<file path="src/rtl/separable_gaussian_blur_3tap_top_macros.svh">
// assertion helpers shared by the blur rtl
`ifndef SEPARABLE_GAUSSIAN_BLUR_3TAP_TOP_MACROS_SVH
`define SEPARABLE_GAUSSIAN_BLUR_3TAP_TOP_MACROS_SVH

`ifndef ASSERT_OFF
// checked while out of reset
`define SGB_ASSERT(lbl, clk, rstn, prop) \
  lbl: assert property (@(posedge clk) disable iff (!rstn) prop) \
    else $error("%m: assertion failed");
// checked on every edge, reset included
`define SGB_ASSERT_ALWAYS(lbl, clk, prop) \
  lbl: assert property (@(posedge clk) prop) \
    else $error("%m: assertion failed");
`else
`define SGB_ASSERT(lbl, clk, rstn, prop)
`define SGB_ASSERT_ALWAYS(lbl, clk, prop)
`endif

`endif

</file>
<file path="src/rtl/sgb_fifo.sv">
`include "separable_gaussian_blur_3tap_top_macros.svh"

module sgb_fifo #(
  parameter int unsigned WIDTH = 32,
  parameter int unsigned DEPTH = 4,
  localparam int unsigned PW = (DEPTH > 1) ? $clog2(DEPTH) : 1,
  localparam int unsigned CNTW = $clog2(DEPTH + 1)
) (
  input  logic             clk_i,
  input  logic             rst_ni,
  input  logic             push_i,
  input  logic [WIDTH-1:0] data_i,
  input  logic             pop_i,
  output logic [WIDTH-1:0] data_o,
  output logic             empty_o,
  output logic             full_o
);
  logic [WIDTH-1:0] mem_q [DEPTH];
  logic [PW-1:0]    wr_ptr_q, wr_ptr_d, rd_ptr_q, rd_ptr_d;
  logic [CNTW-1:0]  count_q, count_d;

  always_comb begin
    wr_ptr_d = wr_ptr_q;
    rd_ptr_d = rd_ptr_q;
    count_d  = count_q;
    if (push_i) begin
      wr_ptr_d = (wr_ptr_q == PW'(DEPTH - 1)) ? '0 : wr_ptr_q + PW'(1);
    end
    if (pop_i) begin
      rd_ptr_d = (rd_ptr_q == PW'(DEPTH - 1)) ? '0 : rd_ptr_q + PW'(1);
    end
    if (push_i && !pop_i) begin
      count_d = count_q + CNTW'(1);
    end else if (pop_i && !push_i) begin
      count_d = count_q - CNTW'(1);
    end
  end

  always_ff @(posedge clk_i or negedge rst_ni) begin
    if (!rst_ni) begin
      wr_ptr_q <= '0;
      rd_ptr_q <= '0;
      count_q  <= '0;
    end else begin
      wr_ptr_q <= wr_ptr_d;
      rd_ptr_q <= rd_ptr_d;
      count_q  <= count_d;
    end
  end

  always_ff @(posedge clk_i) begin
    if (push_i) begin
      mem_q[wr_ptr_q] <= data_i;
    end
  end

  assign data_o  = mem_q[rd_ptr_q];
  assign empty_o = (count_q == '0);
  assign full_o  = (count_q == CNTW'(DEPTH));

  `SGB_ASSERT(a_no_overflow, clk_i, rst_ni, push_i |-> !full_o)
  `SGB_ASSERT(a_no_underflow, clk_i, rst_ni, pop_i |-> !empty_o)
  `SGB_ASSERT_ALWAYS(a_count_bound, clk_i, count_q <= CNTW'(DEPTH))
endmodule

</file>
<file path="config.mk">
export PLATFORM = sky130hd
export DESIGN_NAME = sgb_fifo
export DESIGN_NICKNAME = d
export VERILOG_FILES = /design/src/rtl/sgb_fifo.sv
export VERILOG_INCLUDE_DIRS = /design/src /design/src/rtl
export SDC_FILE = /design/constraint.sdc
export NUM_CORES = 1
export LEC_CHECK = 0
export BUFFER_PORTS_ARGS = -buffer_cell sky130_fd_sc_hd__buf_2
export CAP_MARGIN = 0
export CORE_MARGIN = 2
export CORE_UTILIZATION = 51
export CTS_CLUSTER_DIAMETER = 80
export DETAILED_ROUTE_END_ITERATION = 16
export PLACE_DENSITY = 0.75
export SLEW_MARGIN = 40
export SYNTH_ARGS = -nofsm -noshare
export SYNTH_HDL_FRONTEND = slang
export SYNTH_SLANG_ARGS = --single-unit
</file>
<file path="constraint.sdc">
create_clock -name clk_i -period 1.85 [get_ports clk_i]
set_clock_uncertainty 0.1 [all_clocks]
set_input_delay 0.185 -clock clk_i [delete_from_list [all_inputs] [get_ports clk_i]]
set_output_delay 0.185 -clock clk_i [all_outputs]
set_load 0.05 [all_outputs]
</file>
* Yosys cells after proc, flatten, opt, wreduce, memory -nomap -nowiden
Memories as Yosys holds them, arrays and structs flattened. Index checks and enable logic that the tools add are counted.
Operators by class: add/subtract/negate cells 4, multiply operators 0, divide/modulo/power cells 0, magnitude comparators 0, eq/ne operators 3, shift-type cells 0, muxes and demuxes 6, bitwise gates (word level) 0, reduce and logical (&&, ||, !) cells 6
Operators with widths (count):
- 3-bit 2-to-1 mux | 2
- 2-bit by 1-bit adder with 2-bit output, second input constant | 2
- 2-bit equality test, second input constant | 2
- 2-bit 2-to-1 mux | 2
- 3-bit by 1-bit adder with 3-bit output, second input constant | 1
- 3-bit equality test, second input constant | 1
- 3-bit zero test | 1
- 3-bit by 1-bit subtractor with 3-bit output, second input constant | 1
- 1-bit logical AND | 2
- 1-bit zero test | 2
- 1-bit 2-to-1 mux | 2
- 2-bit nonzero test | 1
Word-level totals: flip-flop bits (word level) 7, latch bits 0, memory bits (writable) 128, ROM bits 0, input bits 36, logic and storage cells 23, memories kept 1
Memory list:
- mem_q | words 4, bits a word 32, read ports 1, clocked after Yosys merged registers in 0, wr ports 1, RTL line sgb_fifo.sv:18 | logic [WIDTH-1:0] mem_q [DEPTH];

* Logic depth before layout (Yosys ltp)
depth after elaboration 4, gate-level depth with buffers 7

* Worst setup path before layout
No wires, ideal clock.
path type register to register, start point register wr_ptr_q[0], end point memory mem_q[2][0] (enable), library setup time 0.392 ns, arrival time 1.413 ns, required time 1.358 ns, path slack -0.055 ns, cell stages (with the launch flop) 4, cells stage by stage dfrtp_1 -> inv_1 -> ha_1 -> and2_1
RTL lines:
- start: declaration | RTL line sgb_fifo.sv:19 | logic [PW-1:0] wr_ptr_q, wr_ptr_d, rd_ptr_q, rd_ptr_d;
- start signal: assignment | RTL line sgb_fifo.sv:45 | wr_ptr_q <= wr_ptr_d;
- end: declaration | RTL line sgb_fifo.sv:18
Straight into the memory's write port.

* Worst setup path after layout
start point register rd_ptr_q[0], end point output port data_o[24]
Between the ends: cells in the longest elaborated chain, start to end 1
Ends and longest elaborated chain:
- start: declaration | RTL line sgb_fifo.sv:19
- start signal: assignment | RTL line sgb_fifo.sv:46 | rd_ptr_q <= rd_ptr_d;
- memory read 4 x 32 bit
- end: declaration | RTL line sgb_fifo.sv:14 | output logic [WIDTH-1:0] data_o,
Every way passes these cells.

==> impl_metrics.env <==
export IMPL_arrival_ps=1900
export IMPL_finalInstanceArea_mm2=0.00691
export IMPL_antenna_found_initial=0
export IMPL_die_y_um=104
export IMPL_clockBufferDepth=2
export IMPL_overflow=0
export IMPL_num_rows=36
export IMPL_synthArstFlopShare_pct=5.19
export IMPL_max_freq_mhz=457
export IMPL_synthFlopType="edfxtp_1"
export IMPL_htree_levels=4
export IMPL_via_count=2484
export IMPL_cts_num_sinks=135
export IMPL_cp_max_fo=5
export IMPL_wire_per_inst_um=17.9
export IMPL_gp_congestion=0.654
export IMPL_crit_required_ps=1560
export IMPL_n_fill_cell=614
export IMPL_syn_area_per_cell_um2=24.8
export IMPL_failed_checks="setup timing"
export IMPL_synthesis_area_mm2=0.00508
export IMPL_layout_min_cycle_time_ps=2190
export IMPL_finalHoldViolations=0
export IMPL_slew_viol_final=0
export IMPL_synth_net_count=248
export IMPL_crit_type="flip-flop to primary output"
export IMPL_slowest_delay_ps=530
export IMPL_power_mw=12.6
export IMPL_synth_seq_cells=135
export IMPL_initialDrtViolationCount=89
export IMPL_wl_met1_um=3600
export IMPL_fin_crit_sh_pct=118
export IMPL_route_detailed_drc=0
export IMPL_n_antenna_cell=0
export IMPL_place_hpwl_um=4980
export IMPL_grt_max_degree=21
export IMPL_powerDensity_mw_per_mm2=1830
export IMPL_tightest_slew_ps=340
export IMPL_slew_headroom_pct=77.3
export IMPL_synthTopCellsByArea="edfxtp_1 (76%), mux4_2 (12%), dfrtp_1 (3.4%)"
export IMPL_cp_end_kind="primary output"
export IMPL_slowest_stage="mux4_2"
export IMPL_yosys_area_top_type="edfxtp_1"
export IMPL_clk_pin_slew_ps=60
export IMPL_grt_pass1_wl_um=14000
export IMPL_ys_top_cells_by_count="edfxtp_1 (128), mux4_2 (28), dfrtp_1 (7)"
export IMPL_synthCells=205
export IMPL_yosys_warnings=0
export IMPL_dpl_cell_area_mm2=0.00569
export IMPL_max_cap_violations=0
export IMPL_met2WireLength_um=4590
export IMPL_wl_met3_um=301
export IMPL_status="complete, but fails checks"
export IMPL_initial_utilization_pct=52.2
export IMPL_irDropWorstVdd_uv=1000
export IMPL_synth_most_common_cell="edfxtp_1"
export IMPL_drt_total_wl_um=8650
export IMPL_track_usage_pct=17.6
export IMPL_nets=380
export IMPL_path_cells="buf_4 > buf_12 > mux4_2 > buf_6"
export IMPL_top_layer="met4"
export IMPL_ant_nets=0
export IMPL_grt_pass1_vias=2751
export IMPL_die_w_um=104
export IMPL_vias_per_cell=5.14
export IMPL_setup_viol=32
export IMPL_cts_tree="built"
export IMPL_p_leak_nw=2.49
export IMPL_synth_edf_count=128
export IMPL_synth_distinct_cells=20
export IMPL_syn2layout_area_growth_pct=36.0
export IMPL_coreArea_mm2=0.00973
export IMPL_synth_top_area_share_pct=75.6
export IMPL_die_area_mm2=0.0108
export IMPL_top_level_ports=70
export IMPL_rsz0062_at_grt="yes"
export IMPL_root_buffer="clkbuf_8"
export IMPL_dr_pass1_iters=4
export IMPL_drive_gt1_share_pct=45.1
export IMPL_io_buffers=69
export IMPL_hold_class="primary input to flip-flop"
export IMPL_seq_area_frac_synth_pct=79.1
export IMPL_critPathLaunchType="flip-flop"
export IMPL_final_setup_worst_slack_ps=-336
export IMPL_clkLatencyLatePin_ps=510
export IMPL_cts_made_buffers=17
-- worst max-delay path, delay by kind of cell, from the launching register on --
kind	cells	cell delay, ps
DFF	1	430
buffers and inverters	3	430
muxes	1	530
-- report_power, final --
group | internal, mW | leakage, nW | switching (mW) | total, mW
clock network | 2.33 | 0.306 | 1.22 | 3.55
registers | 3.94 | 1.26 | 0.181 | 4.12
logic | 2.08 | 0.927 | 2.91 | 4.98
total | 8.35 | 2.49 | 4.30 | 12.6
-- stage by stage --
| stage | std cells | TNS (ps) | hold WS, ps | utilization, % | setup slack [ps] |
|---|---|---|---|---|---|
| finish | 483 | -8770 | 323 | 71.0 | -336 |
| global route | 483 | -10880 | 319 | 71.0 | -400 |
| CTS | 483 | -9610 | 303 | 71.1 | -353 |
| detailed placement | 412 | 0 | -66.1 | 58.5 | 162 |
| global placement | 412 | 0 | -69.2 | 58.5 | 170 |
| floorplan | 205 | 0 | -211 | - | 25.6 |
-- path summary, 6_finish.rpt --
check | start | endpoint | slack, ps | cells after the start
max in group asynchronous | rst_ni | rd_ptr_q[0]$_DFFE_PN0P_ | 840 | 3
worst min register to register | count_q[2]$_DFFE_PN0P_ | count_q[2]$_DFFE_PN0P_ | 400 | 1
worst max register to register | wr_ptr_q[0]$_DFFE_PN0P_ | mem_q[0][2]$_DFFE_PP_ | 320 | 4
worst max-delay path | rd_ptr_q[0]$_DFFE_PN0P_ | data_o[24] | -340 | 4
worst min-delay path | data_i[3] | mem_q[3][3]$_DFFE_PP_ | 320 | 2
min in group asynchronous | rst_ni | count_q[2]$_DFFE_PN0P_ | 540 | 3
-- metal layers --
layer  up-vias  global-route usage, %
li1       1123                      -
met1      1284                   21.2
met2        65                   29.5
met3        12                   4.72
met4         0                   8.69
met5         -                      0
-- sequential cells by signal, summed over array words and instances, names as in the netlist --
| register | count |
|---|---|
| mem_q | 128 |
| wr_ptr_q | 2 |
| count_q | 3 |
| rd_ptr_q | 2 |
-- cell type report --
type                    instances  area, µm²  area share (%)
clock buffers                  17        414            6.00
clock inverters                15        226            3.28
inverters                       4       15.0           0.217
multi-input cells              58        952            13.8
flip-flops and latches        135       4020            58.2
well taps                     133        166            2.41
repair buffers                121       1110            16.1
-- placed cells by master (no fill, tap or decap), drive strengths merged --
| master | instances |
|---|---|
| edfxtp | 128 |
| buf | 85 |
| dlygate4sd3 | 36 |
| mux4 | 32 |
| clkbuf | 17 |
| dfrtp | 7 |
| ha | 6 |
| inv | 6 |
| clkinv | 6 |
| bufinv | 5 |
| and2 | 4 |
| mux2 | 3 |
| nor2 | 3 |
| nand2 | 2 |
| o21ai | 2 |
| xor2 | 2 |
| clkinvlp | 2 |
| nor3 | 1 |
| nor3b | 1 |
| xnor2 | 1 |
| fa | 1 |
-- timing repair --
item	CTS	global route
setup endpoints to repair	32	32
buffers inserted	2	1
hold buffers	36	0
endpoints found under the hold margin	139	0
gates resized for setup	69	3
cloned	1	0
-- cell families (layout without fill, tap and decap cells) --
logic type / Yosys count / count (layout) / synth area share (%)
simple gates: 11 / 11 / 1.11
mux: 35 / 35 / 15.1
xor+xnor: 3 / 3 / 0.517
fa+ha+maj: 7 / 7 / 1.87
flops: 135 / 135 / 79.1
buf+inv: 12 / 157 / 2.07
compound gates: 2 / 2 / 0.197
Power figures use the tool's default switching activity.
