==> src/rtl/separable_gaussian_blur_3tap_top_macros.svh <==
// assertion helpers shared by the blur rtl
`ifndef SEPARABLE_GAUSSIAN_BLUR_3TAP_TOP_MACROS_SVH
`define SEPARABLE_GAUSSIAN_BLUR_3TAP_TOP_MACROS_SVH

`ifndef ASSERT_OFF
// checked while out of reset
`define SGB_ASSERT(lbl, clk, rstn, prop) \
  lbl: assert property (@(posedge clk) disable iff (!rstn) prop) \
    else $error("%m: assertion failed");
// checked on every edge, reset included
`define SGB_ASSERT_ALWAYS(lbl, clk, prop) \
  lbl: assert property (@(posedge clk) prop) \
    else $error("%m: assertion failed");
`else
`define SGB_ASSERT(lbl, clk, rstn, prop)
`define SGB_ASSERT_ALWAYS(lbl, clk, prop)
`endif

`endif

==> src/rtl/sgb_pkg.sv <==
package sgb_pkg;

  localparam int unsigned SGB_MAX_WIDTH   = 1024;
  localparam int unsigned SGB_H_FRAC_BITS = 8;

  localparam int unsigned CFG_IDX_W  = 3;
  localparam int unsigned CFG_DATA_W = 16;

  localparam logic [CFG_IDX_W-1:0] CFG_IMAGE_WIDTH   = 3'd0;
  localparam logic [CFG_IDX_W-1:0] CFG_IMAGE_HEIGHT  = 3'd1;
  localparam logic [CFG_IDX_W-1:0] CFG_WEIGHT_CENTER = 3'd2;
  localparam logic [CFG_IDX_W-1:0] CFG_WEIGHT_SIDE   = 3'd3;
  localparam logic [CFG_IDX_W-1:0] CFG_ROUND_MODE    = 3'd4;

  localparam logic [10:0] RST_IMAGE_WIDTH   = 11'd1024;
  localparam logic [12:0] RST_IMAGE_HEIGHT  = 13'd1024;
  localparam logic [15:0] RST_WEIGHT_CENTER = 16'd29622;
  localparam logic [15:0] RST_WEIGHT_SIDE   = 16'd17957;
  localparam logic        RST_ROUND_MODE    = 1'b1;

  localparam logic [12:0] MAX_HEIGHT = 13'd4096;

  localparam logic OP_PIXEL = 1'b0;
  localparam logic OP_DRAIN = 1'b1;

  typedef struct packed {
    logic [10:0] image_width;
    logic [12:0] image_height;
    logic [15:0] weight_center;
    logic [15:0] weight_side;
    logic        round_mode;
  } sgb_cfg_t;

  // one column of work handed from the front to the back
  typedef struct packed {
    logic       drain;
    logic       has_l;
    logic       has_r;
    logic       has_t;
    logic       emit;
    logic       run_last;
    logic       frame_last;
    logic [7:0] l;
    logic [7:0] c;
    logic [7:0] r;
  } sgb_job_t;

  typedef enum logic [3:0] {
    BK_IDLE,
    BK_HMUL0,
    BK_HMUL1,
    BK_HSTART,
    BK_HDIV,
    BK_VMUL0,
    BK_VMUL1,
    BK_VSTART,
    BK_VDIV,
    BK_VOUT
  } sgb_back_state_e;

endpackage

==> src/rtl/sgb_if.sv <==
interface sgb_in_if;
  logic       valid;
  logic       ready;
  logic       op;
  logic [7:0] pixel;

  modport source (output valid, output op, output pixel, input ready);
  modport sink (input valid, input op, input pixel, output ready);
endinterface


==> src/rtl/sgb_front.sv <==
module sgb_front #(
  parameter int unsigned MAX_WIDTH = sgb_pkg::SGB_MAX_WIDTH,
  localparam int unsigned CW = $clog2(MAX_WIDTH)
) (
  input  logic             clk_i,
  input  logic             rst_ni,
  input  sgb_pkg::sgb_cfg_t cfg_i,
  sgb_in_if.sink           in_i,
  input  logic             q_full_i,
  output logic             q_push_o,
  output sgb_pkg::sgb_job_t q_job_o,
  output logic [CW-1:0]    q_col_o
);
  import sgb_pkg::*;

  localparam int unsigned EW = $clog2(MAX_WIDTH + 1);

  logic [CW-1:0] column_pos_q, column_pos_d, drain_pos_q, drain_pos_d;
  logic [11:0]   row_pos_q, row_pos_d;
  logic [7:0]    pixel_prev_q, pixel_prev_d, pixel_prev2_q, pixel_prev2_d;
  logic          draining_q, draining_d;
  logic          pend_q, pend_d;
  sgb_job_t      pend_job_q, job_a, job_b, job_d;
  logic [CW-1:0] pend_col_q;

  logic [EW-1:0] eff_w, w_last;
  logic [11:0]   h_last;
  logic          col_ge1, col_ge2, row_ge1, row_ge2, row_end, drain_end;
  logic          accept, is_drain, split;

  always_comb begin
    if (cfg_i.image_width == '0) begin
      eff_w = EW'(1);
    end else if (32'(cfg_i.image_width) > MAX_WIDTH) begin
      eff_w = EW'(MAX_WIDTH);
    end else begin
      eff_w = EW'(cfg_i.image_width);
    end
    if (cfg_i.image_height == '0) begin
      h_last = '0;
    end else if (cfg_i.image_height > MAX_HEIGHT) begin
      h_last = 12'(MAX_HEIGHT - 13'd1);
    end else begin
      h_last = 12'(cfg_i.image_height - 13'd1);
    end
  end

  assign w_last    = eff_w - EW'(1);
  assign col_ge1   = (column_pos_q != '0);
  assign col_ge2   = (EW'(column_pos_q) >= EW'(2));
  assign row_ge1   = (row_pos_q != '0);
  assign row_ge2   = (row_pos_q >= 12'd2);
  assign row_end   = (EW'(column_pos_q) >= w_last);
  assign drain_end = (EW'(drain_pos_q) >= w_last);

  assign in_i.ready = !pend_q && !q_full_i;
  assign accept     = in_i.valid && in_i.ready;
  assign is_drain   = (in_i.op == OP_DRAIN);
  // row-end pixel with a left neighbour completes two columns
  assign split      = accept && !is_drain && !draining_q && col_ge1 && row_end;

  always_comb begin
    job_a            = '0;
    job_a.has_l      = col_ge2;
    job_a.has_r      = 1'b1;
    job_a.has_t      = row_ge2;
    job_a.emit       = row_ge1;
    job_a.run_last   = !row_end;
    job_a.l          = pixel_prev2_q;
    job_a.c          = pixel_prev_q;
    job_a.r          = in_i.pixel;

    job_b            = '0;
    job_b.has_l      = col_ge1;
    job_b.has_t      = row_ge2;
    job_b.emit       = row_ge1;
    job_b.run_last   = 1'b1;
    job_b.l          = pixel_prev_q;
    job_b.c          = in_i.pixel;

    job_d            = '0;
    job_d.drain      = 1'b1;
    job_d.has_t      = row_ge1;
    job_d.emit       = 1'b1;
    job_d.run_last   = 1'b1;
    job_d.frame_last = drain_end;
  end

  always_comb begin
    q_push_o = 1'b0;
    q_job_o  = job_a;
    q_col_o  = column_pos_q - CW'(1);
    if (pend_q) begin
      q_push_o = !q_full_i;
      q_job_o  = pend_job_q;
      q_col_o  = pend_col_q;
    end else if (accept) begin
      if (is_drain) begin
        q_push_o = draining_q;
        q_job_o  = job_d;
        q_col_o  = drain_pos_q;
      end else if (!draining_q) begin
        if (col_ge1) begin
          q_push_o = 1'b1;
        end else if (row_end) begin
          q_push_o = 1'b1;
          q_job_o  = job_b;
          q_col_o  = column_pos_q;
        end
      end
    end
  end

  always_comb begin
    column_pos_d  = column_pos_q;
    drain_pos_d   = drain_pos_q;
    row_pos_d     = row_pos_q;
    pixel_prev_d  = pixel_prev_q;
    pixel_prev2_d = pixel_prev2_q;
    draining_d    = draining_q;
    pend_d        = pend_q;
    if (pend_q && !q_full_i) begin
      pend_d = 1'b0;
    end
    if (split) begin
      pend_d = 1'b1;
    end
    if (accept && is_drain && draining_q) begin
      if (drain_end) begin
        draining_d    = 1'b0;
        drain_pos_d   = '0;
        row_pos_d     = '0;
        column_pos_d  = '0;
        pixel_prev_d  = '0;
        pixel_prev2_d = '0;
      end else begin
        drain_pos_d = drain_pos_q + CW'(1);
      end
    end else if (accept && !is_drain && !draining_q) begin
      if (row_end) begin
        column_pos_d  = '0;
        pixel_prev_d  = '0;
        pixel_prev2_d = '0;
        if (row_pos_q >= h_last) begin
          draining_d  = 1'b1;
          drain_pos_d = '0;
        end else begin
          row_pos_d = row_pos_q + 12'd1;
        end
      end else begin
        column_pos_d  = column_pos_q + CW'(1);
        pixel_prev2_d = pixel_prev_q;
        pixel_prev_d  = in_i.pixel;
      end
    end
  end

  always_ff @(posedge clk_i or negedge rst_ni) begin
    if (!rst_ni) begin
      column_pos_q  <= '0;
      drain_pos_q   <= '0;
      row_pos_q     <= '0;
      pixel_prev_q  <= '0;
      pixel_prev2_q <= '0;
      draining_q    <= 1'b0;
      pend_q        <= 1'b0;
    end else begin
      column_pos_q  <= column_pos_d;
      drain_pos_q   <= drain_pos_d;
      row_pos_q     <= row_pos_d;
      pixel_prev_q  <= pixel_prev_d;
      pixel_prev2_q <= pixel_prev2_d;
      draining_q    <= draining_d;
      pend_q        <= pend_d;
    end
  end

  always_ff @(posedge clk_i) begin
    if (split) begin
      pend_job_q <= job_b;
      pend_col_q <= column_pos_q;
    end
  end
endmodule

==> src/flat_wrapper.sv <==
// flat-port wrapper written by rule: the top's interface ports become plain ports
module sgb_front_flat import sgb_pkg::*;
#(
  parameter int unsigned MAX_WIDTH = sgb_pkg::SGB_MAX_WIDTH,
  localparam int unsigned CW = $clog2(MAX_WIDTH)
)
  (clk_i, rst_ni, cfg_i, q_full_i, q_push_o, q_job_o, q_col_o, in_i_valid, in_i_op, in_i_pixel, in_i_ready);
  sgb_in_if in_i_i ();
  input  logic clk_i;
  input  logic rst_ni;
  input  sgb_pkg::sgb_cfg_t cfg_i;
  input  logic q_full_i;
  output logic q_push_o;
  output sgb_pkg::sgb_job_t q_job_o;
  output logic [CW-1:0] q_col_o;
  input wire logic [$bits(in_i_i.valid)-1:0] in_i_valid;
  input wire logic [$bits(in_i_i.op)-1:0] in_i_op;
  input wire logic [$bits(in_i_i.pixel)-1:0] in_i_pixel;
  output wire logic [$bits(in_i_i.ready)-1:0] in_i_ready;
  assign in_i_i.valid = in_i_valid;
  assign in_i_i.op = in_i_op;
  assign in_i_i.pixel = in_i_pixel;
  assign in_i_ready = in_i_i.ready;
  sgb_front #(.MAX_WIDTH(MAX_WIDTH)) u_core (.clk_i(clk_i), .rst_ni(rst_ni), .cfg_i(cfg_i), .in_i(in_i_i), .q_full_i(q_full_i), .q_push_o(q_push_o), .q_job_o(q_job_o), .q_col_o(q_col_o));
endmodule
==> config.mk <==
export PLATFORM = sky130hd
export DESIGN_NAME = sgb_front_flat
export DESIGN_NICKNAME = d
export VERILOG_FILES = /design/src/rtl/separable_gaussian_blur_3tap_top_macros.svh /design/src/rtl/sgb_pkg.sv /design/src/rtl/sgb_if.sv /design/src/rtl/sgb_front.sv /design/src/flat_wrapper.sv
export SDC_FILE = /design/constraint.sdc
export NUM_CORES = 1
export LEC_CHECK = 0
export BUFFER_PORTS_ARGS = -buffer_cell sky130_fd_sc_hd__buf_2
export CAP_MARGIN = 10
export CORE_UTILIZATION = 30
export CTS_CLUSTER_SIZE = 8
export DETAILED_ROUTE_END_ITERATION = 6
export PLACE_DENSITY_LB_ADDON = 0.25
export REMOVE_ABC_BUFFERS = 1
export SLEW_MARGIN = 10
export SYNTH_ARGS = -nofsm -noshare
export SYNTH_HDL_FRONTEND = slang
export SYNTH_SLANG_ARGS = --single-unit
==> constraint.sdc <==
create_clock -name clk_i -period 7.1 [get_ports clk_i]
set_input_delay 1.065 -clock clk_i [delete_from_list [all_inputs] [get_ports clk_i]]
set_output_delay 1.065 -clock clk_i [all_outputs]
set_load 0.1 [all_outputs]
# Yosys cells after proc, flatten, opt, wreduce, memory -nomap -nowiden
# Cells that the tools add are included.
# classes
n_addsub,6
mul,0
div_mod_pow,0
n_lt_le_gt_ge,7
eq_ne,2
n_shift,0
n_mux,50
bitwise_logic,0
reduce_logical,26
# op_table
operator,n
2-to-1 mux 31 bit,5
2-to-1 mux 10 bit,15
2-to-1 mux 12 bit,7
2-to-1 mux 8 bit,7
2-to-1 mux 30 bit,1
greater-or-equal comparator 10 x 11 -> 1 bit,2
2-to-1 mux 11 bit,2
adder 10 x 1 -> 10 bit (second input constant),2
> comparator 13 bit (second input constant),1
zero test 13 bit,1
2-to-1 mux 1 bit,13
adder 12 x 1 -> 12 bit (second input constant),1
greater-or-equal comparator 12 bit,1
greater-or-equal comparator 12 x 2 -> 1 bit (second input constant),1
nonzero test 12 bit,1
subtractor 12 x 1 -> 12 bit (second input constant),1
> comparator 11 bit (second input constant),1
zero test 11 bit,1
subtractor 11 x 1 -> 11 bit (second input constant),1
greater-or-equal comparator 10 x 2 -> 1 bit (second input constant),1
nonzero test 10 bit,1
subtractor 10 x 1 -> 10 bit (second input constant),1
logical AND 1 bit,9
AND reduction 4 bit,2
other kinds (5),13
# totals
register_bits,79
latchBits,0
mem_bits_rw,0
mem_bits_ro,0
inputBits,70
output_inout_bits,43
elab_cells,104
n_memories,0

# Logic depth before layout (Yosys ltp)
# Gate-level depths: netlist of the first run.
# depth
word_depth,12
mapped_depth,22
ltp_nobuf,20

# Worst setup path after synthesis of the first run
# No wires, ideal clock.
# synth_timing
path_type,in2out
startpoint,input port cfg_i[49] (netlist name)
endpoint,output port q_col_o[1]
arrival_ns,6.360
required_ns,6.035
setup_slack_ns,-0.325
stages,18
n_path_buf,2
path_cell_list,nor4_1 > nand2_1 > nor2_1 > o21ai_0 > ha_1 > clkbuf_1 > xnor2_1 > ha_1 > a21o_1 > a31oi_1 > o2111ai_1 > o21bai_1 > a31oi_1 > a21oi_2 > buf_2 > nand2_1 > mux2_2 > o31ai_1
# synth_between
elab_chain_len,11
elab_cells_between_ends,12
classes_between,add/sub: 1; order compare: 2; mux: 8; reduce/logical: 1
# synth_rtl
item,line_no,source
start: declaration,flat_wrapper.sv:11,input sgb_pkg::sgb_cfg_t cfg_i;
> comparator 11 bit,sgb_front.sv:34,end else if (32'(cfg_i.image_width) > MAX_WIDTH) begin
2-to-1 mux 11 bit,sgb_front.sv:34,
2-to-1 mux 11 bit *,sgb_front.sv:32,if (cfg_i.image_width == '0) begin
subtractor 11 x 1 -> 11 bit *,sgb_front.sv:48,assign w_last = eff_w - EW'(1);
greater-or-equal comparator 10 x 11 -> 1 bit *,sgb_front.sv:53,assign row_end = (EW'(column_pos_q) >= w_last);
2-to-1 mux 10 bit *,sgb_front.sv:105,end else if (row_end) begin
2-to-1 mux 10 bit *,sgb_front.sv:103,if (col_ge1) begin
2-to-1 mux 10 bit *,sgb_front.sv:102,end else if (!draining_q) begin
2-to-1 mux 10 bit *,sgb_front.sv:98,if (is_drain) begin
2-to-1 mux 10 bit *,sgb_front.sv:97,end else if (accept) begin
2-to-1 mux 10 bit *,sgb_front.sv:93,if (pend_q) begin
end: declaration,flat_wrapper.sv:15,output logic [CW-1:0] q_col_o;
# Every way passes the cells marked *; elsewhere a longest branch is shown, timed or not.

# Final worst setup path of the first run
# layout_timing
startpoint,input port cfg_i[52] (netlist name)
endpoint,output port q_col_o[1]
# The elaborated chain is that of the path after synthesis.

==> results.sh, run 1 <==
export IMPL_final_setup_tns_ns=0
export IMPL_relSlewSlack_pct=43.6
export IMPL_vias_per_cell=5.48
export IMPL_end_kind="output port"
export IMPL_synth_edf_count=29
export IMPL_synth_seq_cells=79
export IMPL_skew_ns=0.00663
export IMPL_die_h_um=138
export IMPL_wire_per_inst_um=16.2
export IMPL_tritoncts="yes"
export IMPL_overflow=0
export IMPL_synth_warnings=0
export IMPL_ys_seq_area_share_pct=38.5
export IMPL_critPathSlowestCell="buf_2"
export IMPL_drtAntennaViolNets=0
export IMPL_grtUsageTotal_pct=16.5
export IMPL_synth_area_leaders="dfrtp_1, edfxtp_1, ha_1, nand2_1, o21ai_0"
export IMPL_max_freq_mhz=151
export IMPL_dr_total_vias=5085
export IMPL_clock_latency_ns=0.35
export IMPL_drive_gt1_share_pct=18.5
export IMPL_drtIter0Drc=551
export IMPL_core_area_um2=18000
export IMPL_vdd_drop_max_mv=0.237
export IMPL_wirelength_mm=15.0
export IMPL_postSynthAreaPerCell_um2=8.81
export IMPL_synthCells=626
export IMPL_io_pins=113
export IMPL_die_w_um=138
export IMPL_cp_cell_sequence="buf_2, nor3_1, nand2_1, nor2_1, o21ai_0, ha_1, xnor2_1, ha_1, a21o_1, a31oi_1, o2111ai_1, o21bai_1, a31oi_1, a21oi_4, nand2_1, mux2_2, o31ai_1, buf_2"
export IMPL_finalCritPeriodShare_pct=93.5
export IMPL_antenna_cells=0
export IMPL_firstDrtPassIters=5
export IMPL_area_growth_pct=21.5
export IMPL_fillCellCount=1791
export IMPL_cts_root_buffer="clkbuf_16"
export IMPL_clockBufferDepth=2
export IMPL_synthArstFlopShare_pct=63.3
export IMPL_slowest_delay_ns=0.50
export IMPL_synth_cell_types=75
export IMPL_crit_type="input pin to output port"
export IMPL_hold_class="flip-flop to flip-flop"
export IMPL_hold_depth=2
export IMPL_drv_cap=0
export IMPL_antenna_found_initial=0
export IMPL_cts_buffers=9
export IMPL_start_util_pct=30.7
export IMPL_first_global_vias=4813
export IMPL_grt_pass1_wl_mm=24.3
export IMPL_yosys_top_cells_count="nand2_1, o21ai_0, dfrtp_1"
export IMPL_fp_row_count=49
export IMPL_instances_no_fill=928
export IMPL_place_congestion=0.847
export IMPL_power_mw=2.42
export IMPL_postLayoutCoreUtil_pct=37.3
export IMPL_arrival_ns=5.58
export IMPL_start_kind="input pin"
export IMPL_ys_flop_type="dfrtp_1"
export IMPL_hold_viol_final=0
export IMPL_dp_hpwl_mm=11.0
export IMPL_clk_pin_slew_worst_paths_ns=0.06
export IMPL_cts_sinks=79
export IMPL_rrSetupSlack_ns=3.16
export IMPL_period_minus_slack_ns=6.64
export IMPL_leakage_nw=2.86
export IMPL_required_ns=6.03
export IMPL_hold_slack_ns=0.489
export IMPL_yosysTopAreaCell="dfrtp_1"
export IMPL_die_area_um2=18900
export IMPL_ff2ff_path_depth=12
export IMPL_grt_max_degree=51
export IMPL_power_density_nw_per_um2=362
export IMPL_nets=798
export IMPL_rsz0062_at_grt="no"
export IMPL_setup_viol=0
export IMPL_outcome="finished clean"
export IMPL_yosysMostFrequentCell="nand2_1"
export IMPL_netlist_area_um2=5520
export IMPL_h_tree_depth=3
export IMPL_crit_path_max_fanout=9
export IMPL_slew_violations=0
export IMPL_placement_io_buffers=79
export IMPL_ctsHoldBuffers=0
export IMPL_place_inst=912
export IMPL_drc=0
export IMPL_worstMarginPinSlew_ns=0.844
export IMPL_synth_top_area_share_pct=22.7
[metal layers]
layer	track usage (%)	part of all wire, %	vias to the layer above
li1	-	-	2477
met1	21.0	44	2448
met2	27.1	48	124
met3	2.54	5.0	36
met4	8.12	2.9	0
met5	0	0	-
[path summary, 6_finish.rpt]
| check | from | to |
|---|---|---|
| setup / recovery | cfg_i[52] | q_col_o[1] |
| hold / removal | u_core.pixel_prev2_q[0]$_DFFE_PN0P_ | u_core.pixel_prev2_q[0]$_DFFE_PN0P_ |
| setup reg to reg | u_core.column_pos_q[0]$_DFFE_PN0P_ | u_core.row_pos_q[7]$_DFFE_PN0P_ |
| hold reg to reg | u_core.pixel_prev2_q[0]$_DFFE_PN0P_ | u_core.pixel_prev2_q[0]$_DFFE_PN0P_ |
| max in group asynchronous | rst_ni | u_core.drain_pos_q[0]$_DFFE_PN0P_ |
| min in group asynchronous | rst_ni | u_core.pixel_prev_q[4]$_DFFE_PN0P_ |
[cell type report]
type | count | area [um2] | share of cell area [%]
sequential | 79 | 2120 | 31.7
clock inverter | 7 | 93.8 | 1.40
timing repair buffer | 88 | 706 | 10.5
tap | 229 | 287 | 4.27
multi-input combinational | 488 | 3160 | 47.2
clock buffer | 9 | 225 | 3.36
inverter | 28 | 105 | 1.57
[flip-flops by register name, indices dropped and copies added (netlist names)]
register / count
u_core.pend_q: 1
u_core.pixel_prev2_q: 8
u_core.pend_job_q: 19
u_core.pend_col_q: 10
u_core.drain_pos_q: 10
u_core.draining_q: 1
u_core.column_pos_q: 10
u_core.pixel_prev_q: 8
u_core.row_pos_q: 12
[metrics by stage]
step | setup slack (ns) | instance area, um2
6_report | 0.458 | 6700
5_1_grt | 0.123 | 6700
4_1_cts | 0.258 | 6690
3_5_place_dp | 0.273 | 6370
3_3_place_gp | 0.412 | 6370
2_1_floorplan | -0.241 | 5370
[power breakdown]
| part | internal [mW] | switching (mW) | leakage (nW) |
|---|---|---|---|
| sequential | 0.544 | 0.106 | 0.919 |
| combinational | 0.338 | 0.929 | 1.78 |
| clock | 0.309 | 0.198 | 0.154 |
| total | 1.19 | 1.23 | 2.86 |
[cells in the final DEF, fill, tap and decap left out, drive strengths merged, types with 3 or more instances in the layout]
master,count
buf,87
nand2,83
o21ai,59
dfrtp,50
a21oi,35
ha,34
nor2,34
edfxtp,29
inv,29
nand3,26
and2,18
a221o,16
nor3,16
and3,13
a21o,13
o31ai,11
nor4,11
clkbuf,10
or4,9
xnor2,8
a31oi,8
nand2b,8
xor2,7
o22ai,7
or3,7
a22oi,6
nand4,6
a211oi,4
or2,3
a32oi,3
o21a,3
o21bai,3
o211ai,3
maj3,3
clkinv,3
a311oi,3
[what timing repair did]
action | CTS | global route
resized for setup | 0 | 3
endpoints found under the setup margin | 0 | 2
buffers inserted | 0 | 0
[cell families after synthesis]
group	after synthesis	synth area share (%)
AND/OR/NAND/NOR	241	22.1
multiplexers	1	0.204
buffers and inverters	59	4.51
XOR/XNOR	15	2.38
adder cells (fa/ha/maj)	37	8.28
flip-flops	79	38.5
AO/OA/AOI/OAI	194	24.0
[worst max-delay path: cells and delay by family]
family / cells / cell delay [ns]
xor+xnor: 1 / 0.30
simple gates: 4 / 0.81
mux: 1 / 0.33
fa+ha+maj: 2 / 0.67
compound gates: 8 / 1.76
buf+inv: 2 / 0.63
Note: power is estimated with default switching activity, not from simulation.
==> run 2, diff against run 1 <==
==> constraint.sdc (replaced) <==
create_clock -name clk_i -period 7.1 [get_ports clk_i]
set_input_delay 0.71 -clock clk_i [delete_from_list [all_inputs] [get_ports clk_i]]
set_output_delay 0.71 -clock clk_i [all_outputs]
set_load 0.1 [all_outputs]
==> run 2 against run 1 <==
Compared with the run above: cell area is 4.2% lower; first-iteration DRC count shrank 4.9%; count of clock-buffer cells in the layout rose by 1; die area unchanged; global-route usage up 0.38 points; critical path depth rose by 2; clock power is 5.1% lower; sequential power about the same; clock skew is essentially flat; via count grew 0.16%; non-clock buffer count decreased by 2; register-to-register slack got worse by 0.09 ns.
==> results.sh, run 2 (synthesis results as in run 1) <==
export IMPL_start_util_pct=30.7
export IMPL_dp_hpwl_mm=11.0
export IMPL_drtIter0Drc=524
export IMPL_hold_class="input pin to asynchronous set/reset pin"
export IMPL_io_pins=113
export IMPL_die_area_um2=18900
export IMPL_vdd_drop_max_mv=0.261
export IMPL_largest_reg_flops=19
export IMPL_fin_ws_ns=0.691
export IMPL_rsz0062_at_grt="no"
export IMPL_dr_total_vias=5093
export IMPL_fp_row_count=49
export IMPL_final_common_cell="nand2_1"
export IMPL_power_density_nw_per_um2=356
export IMPL_antenna_cells=0
export IMPL_period_minus_slack_ns=6.41
export IMPL_placement_io_buffers=79
export IMPL_nets=796
export IMPL_final_area_um2=6420
export IMPL_drc=0
export IMPL_met3_usage_pct=2.24
export IMPL_die_h_um=138
export IMPL_ctsHoldBuffers=0
export IMPL_leakage_nw=2.78
export IMPL_rrSetupSlack_ns=3.07
export IMPL_h_tree_depth=3
export IMPL_postCtsSetupRepairBufs=0
export IMPL_met2_usage_pct=28.6
export IMPL_mostFrequentLayoutCells="nand2_1, buf_2, o21ai_0"
export IMPL_wirelength_mm=15.2
export IMPL_cts_sinks=79
export IMPL_required_ns=6.39
export IMPL_drtAntennaViolNets=0
export IMPL_place_ws_ns=0.688
export IMPL_clockBufferDepth=2
export IMPL_skew_ns=0.00619
export IMPL_tritoncts="yes"
export IMPL_finalCritPeriodShare_pct=90.3
export IMPL_vias_per_cell=5.50
export IMPL_regMostFlops="u_core.pend_job_q"
export IMPL_wire_per_inst_um=16.4
export IMPL_die_w_um=138
export IMPL_first_global_vias=4952
export IMPL_top_regs="u_core.pend_job_q x19, u_core.row_pos_q x12"
export IMPL_max_freq_mhz=156
export IMPL_r2r_start="u_core.column_pos_q[0]$_DFFE_PN0P_"
export IMPL_use_met1_pct=21.3
export IMPL_drive_gt1_share_pct=18.2
export IMPL_area_growth_pct=16.4
export IMPL_cts_buffers=9
export IMPL_outcome="finished clean"
export IMPL_grt_max_degree=51
export IMPL_power_mw=2.29
export IMPL_clock_latency_ns=0.35
export IMPL_place_congestion=0.815
export IMPL_worstMarginPinSlew_ns=0.947
export IMPL_drv_cap=0
export IMPL_arrival_ns=5.70
export IMPL_crit_type="input pin to output port"
export IMPL_overflow=0
export IMPL_ff2ff_path_depth=11
export IMPL_relSlewSlack_pct=36.7
export IMPL_antenna_found_initial=0
export IMPL_top_usage_layer="met2"
export IMPL_r2r_end="u_core.row_pos_q[5]$_DFFE_PN0P_"
export IMPL_end_kind="output port"
export IMPL_firstDrtPassIters=5
export IMPL_start_kind="input pin"
export IMPL_grtUsageTotal_pct=16.9
export IMPL_cts_root_buffer="clkbuf_16"
export IMPL_hold_viol_final=0
export IMPL_final_setup_tns_ns=0
export IMPL_slew_violations=0
export IMPL_core_area_um2=18000
export IMPL_crit_path_max_fanout=17
export IMPL_ctsResizeCount=0
export IMPL_postLayoutCoreUtil_pct=35.7
export IMPL_grt_pass1_wl_mm=24.9
export IMPL_setup_viol=0
export IMPL_clk_pin_slew_worst_paths_ns=0.06
export IMPL_dpl_cell_area_um2=6110
[run 2: area by class of cell]
class / instances / area, um2
clock buffer: 10 / 239
clock inverter: 6 / 68.8
tap: 229 / 287
multi-input combinational: 488 / 3150
sequential: 79 / 2120
fill: 1807 / 11500
timing repair buffer: 86 / 448
inverter: 28 / 105
[run 2: per-stage QoR]
step,hold slack (ns),std cells
2_1_floorplan,0.414,595
3_3_place_gp,0.462,910
3_5_place_dp,0.473,910
4_1_cts,0.487,926
5_1_grt,0.535,926
6_report,0.485,926
[run 2: critical path: stages]
cell and delay, ns:
buf_2 0.14, nor4_1 0.50, nand2_1 0.14, nor2_1 0.10, o21ai_0 0.17, ha_1 0.35
inv_1 0.13, a21oi_1 0.05, a31oi_1 0.29, ha_1 0.28, nor3_1 0.07, a211o_1 0.32
o21bai_1 0.12, o221ai_1 0.22, a21oi_2 0.61, nand3_2 0.33, nand2_2 0.24, inv_2 0.18
a221o_1 0.41, buf_2 0.30
[run 2: how the worst max path moves through the flow]
stage / startpoint / to / slack, ns / cells after the start
after floorplan: cfg_i[49] / q_col_o[1] / 0.47 / 17
after global placement: cfg_i[49] / q_job_o[8] / 0.79 / 20
after detailed placement: cfg_i[49] / q_job_o[8] / 0.69 / 20
after CTS: cfg_i[49] / q_job_o[8] / 0.67 / 20
after global routing: cfg_i[49] / q_job_o[8] / 0.32 / 20
final: cfg_i[49] / q_job_o[8] / 0.69 / 20
[run 2: metal layers]
layer	up-vias	wire, um
li1	2471	-
met1	2478	6860
met2	126	7410
met3	18	629
met4	0	310
met5	-	0
[run 2: power breakdown]
group | switching (mW) | internal [mW] | total, mW
registers | 0.106 | 0.544 | 0.650
logic | 0.907 | 0.249 | 1.16
clock network | 0.197 | 0.284 | 0.481
total | 1.21 | 1.08 | 2.29
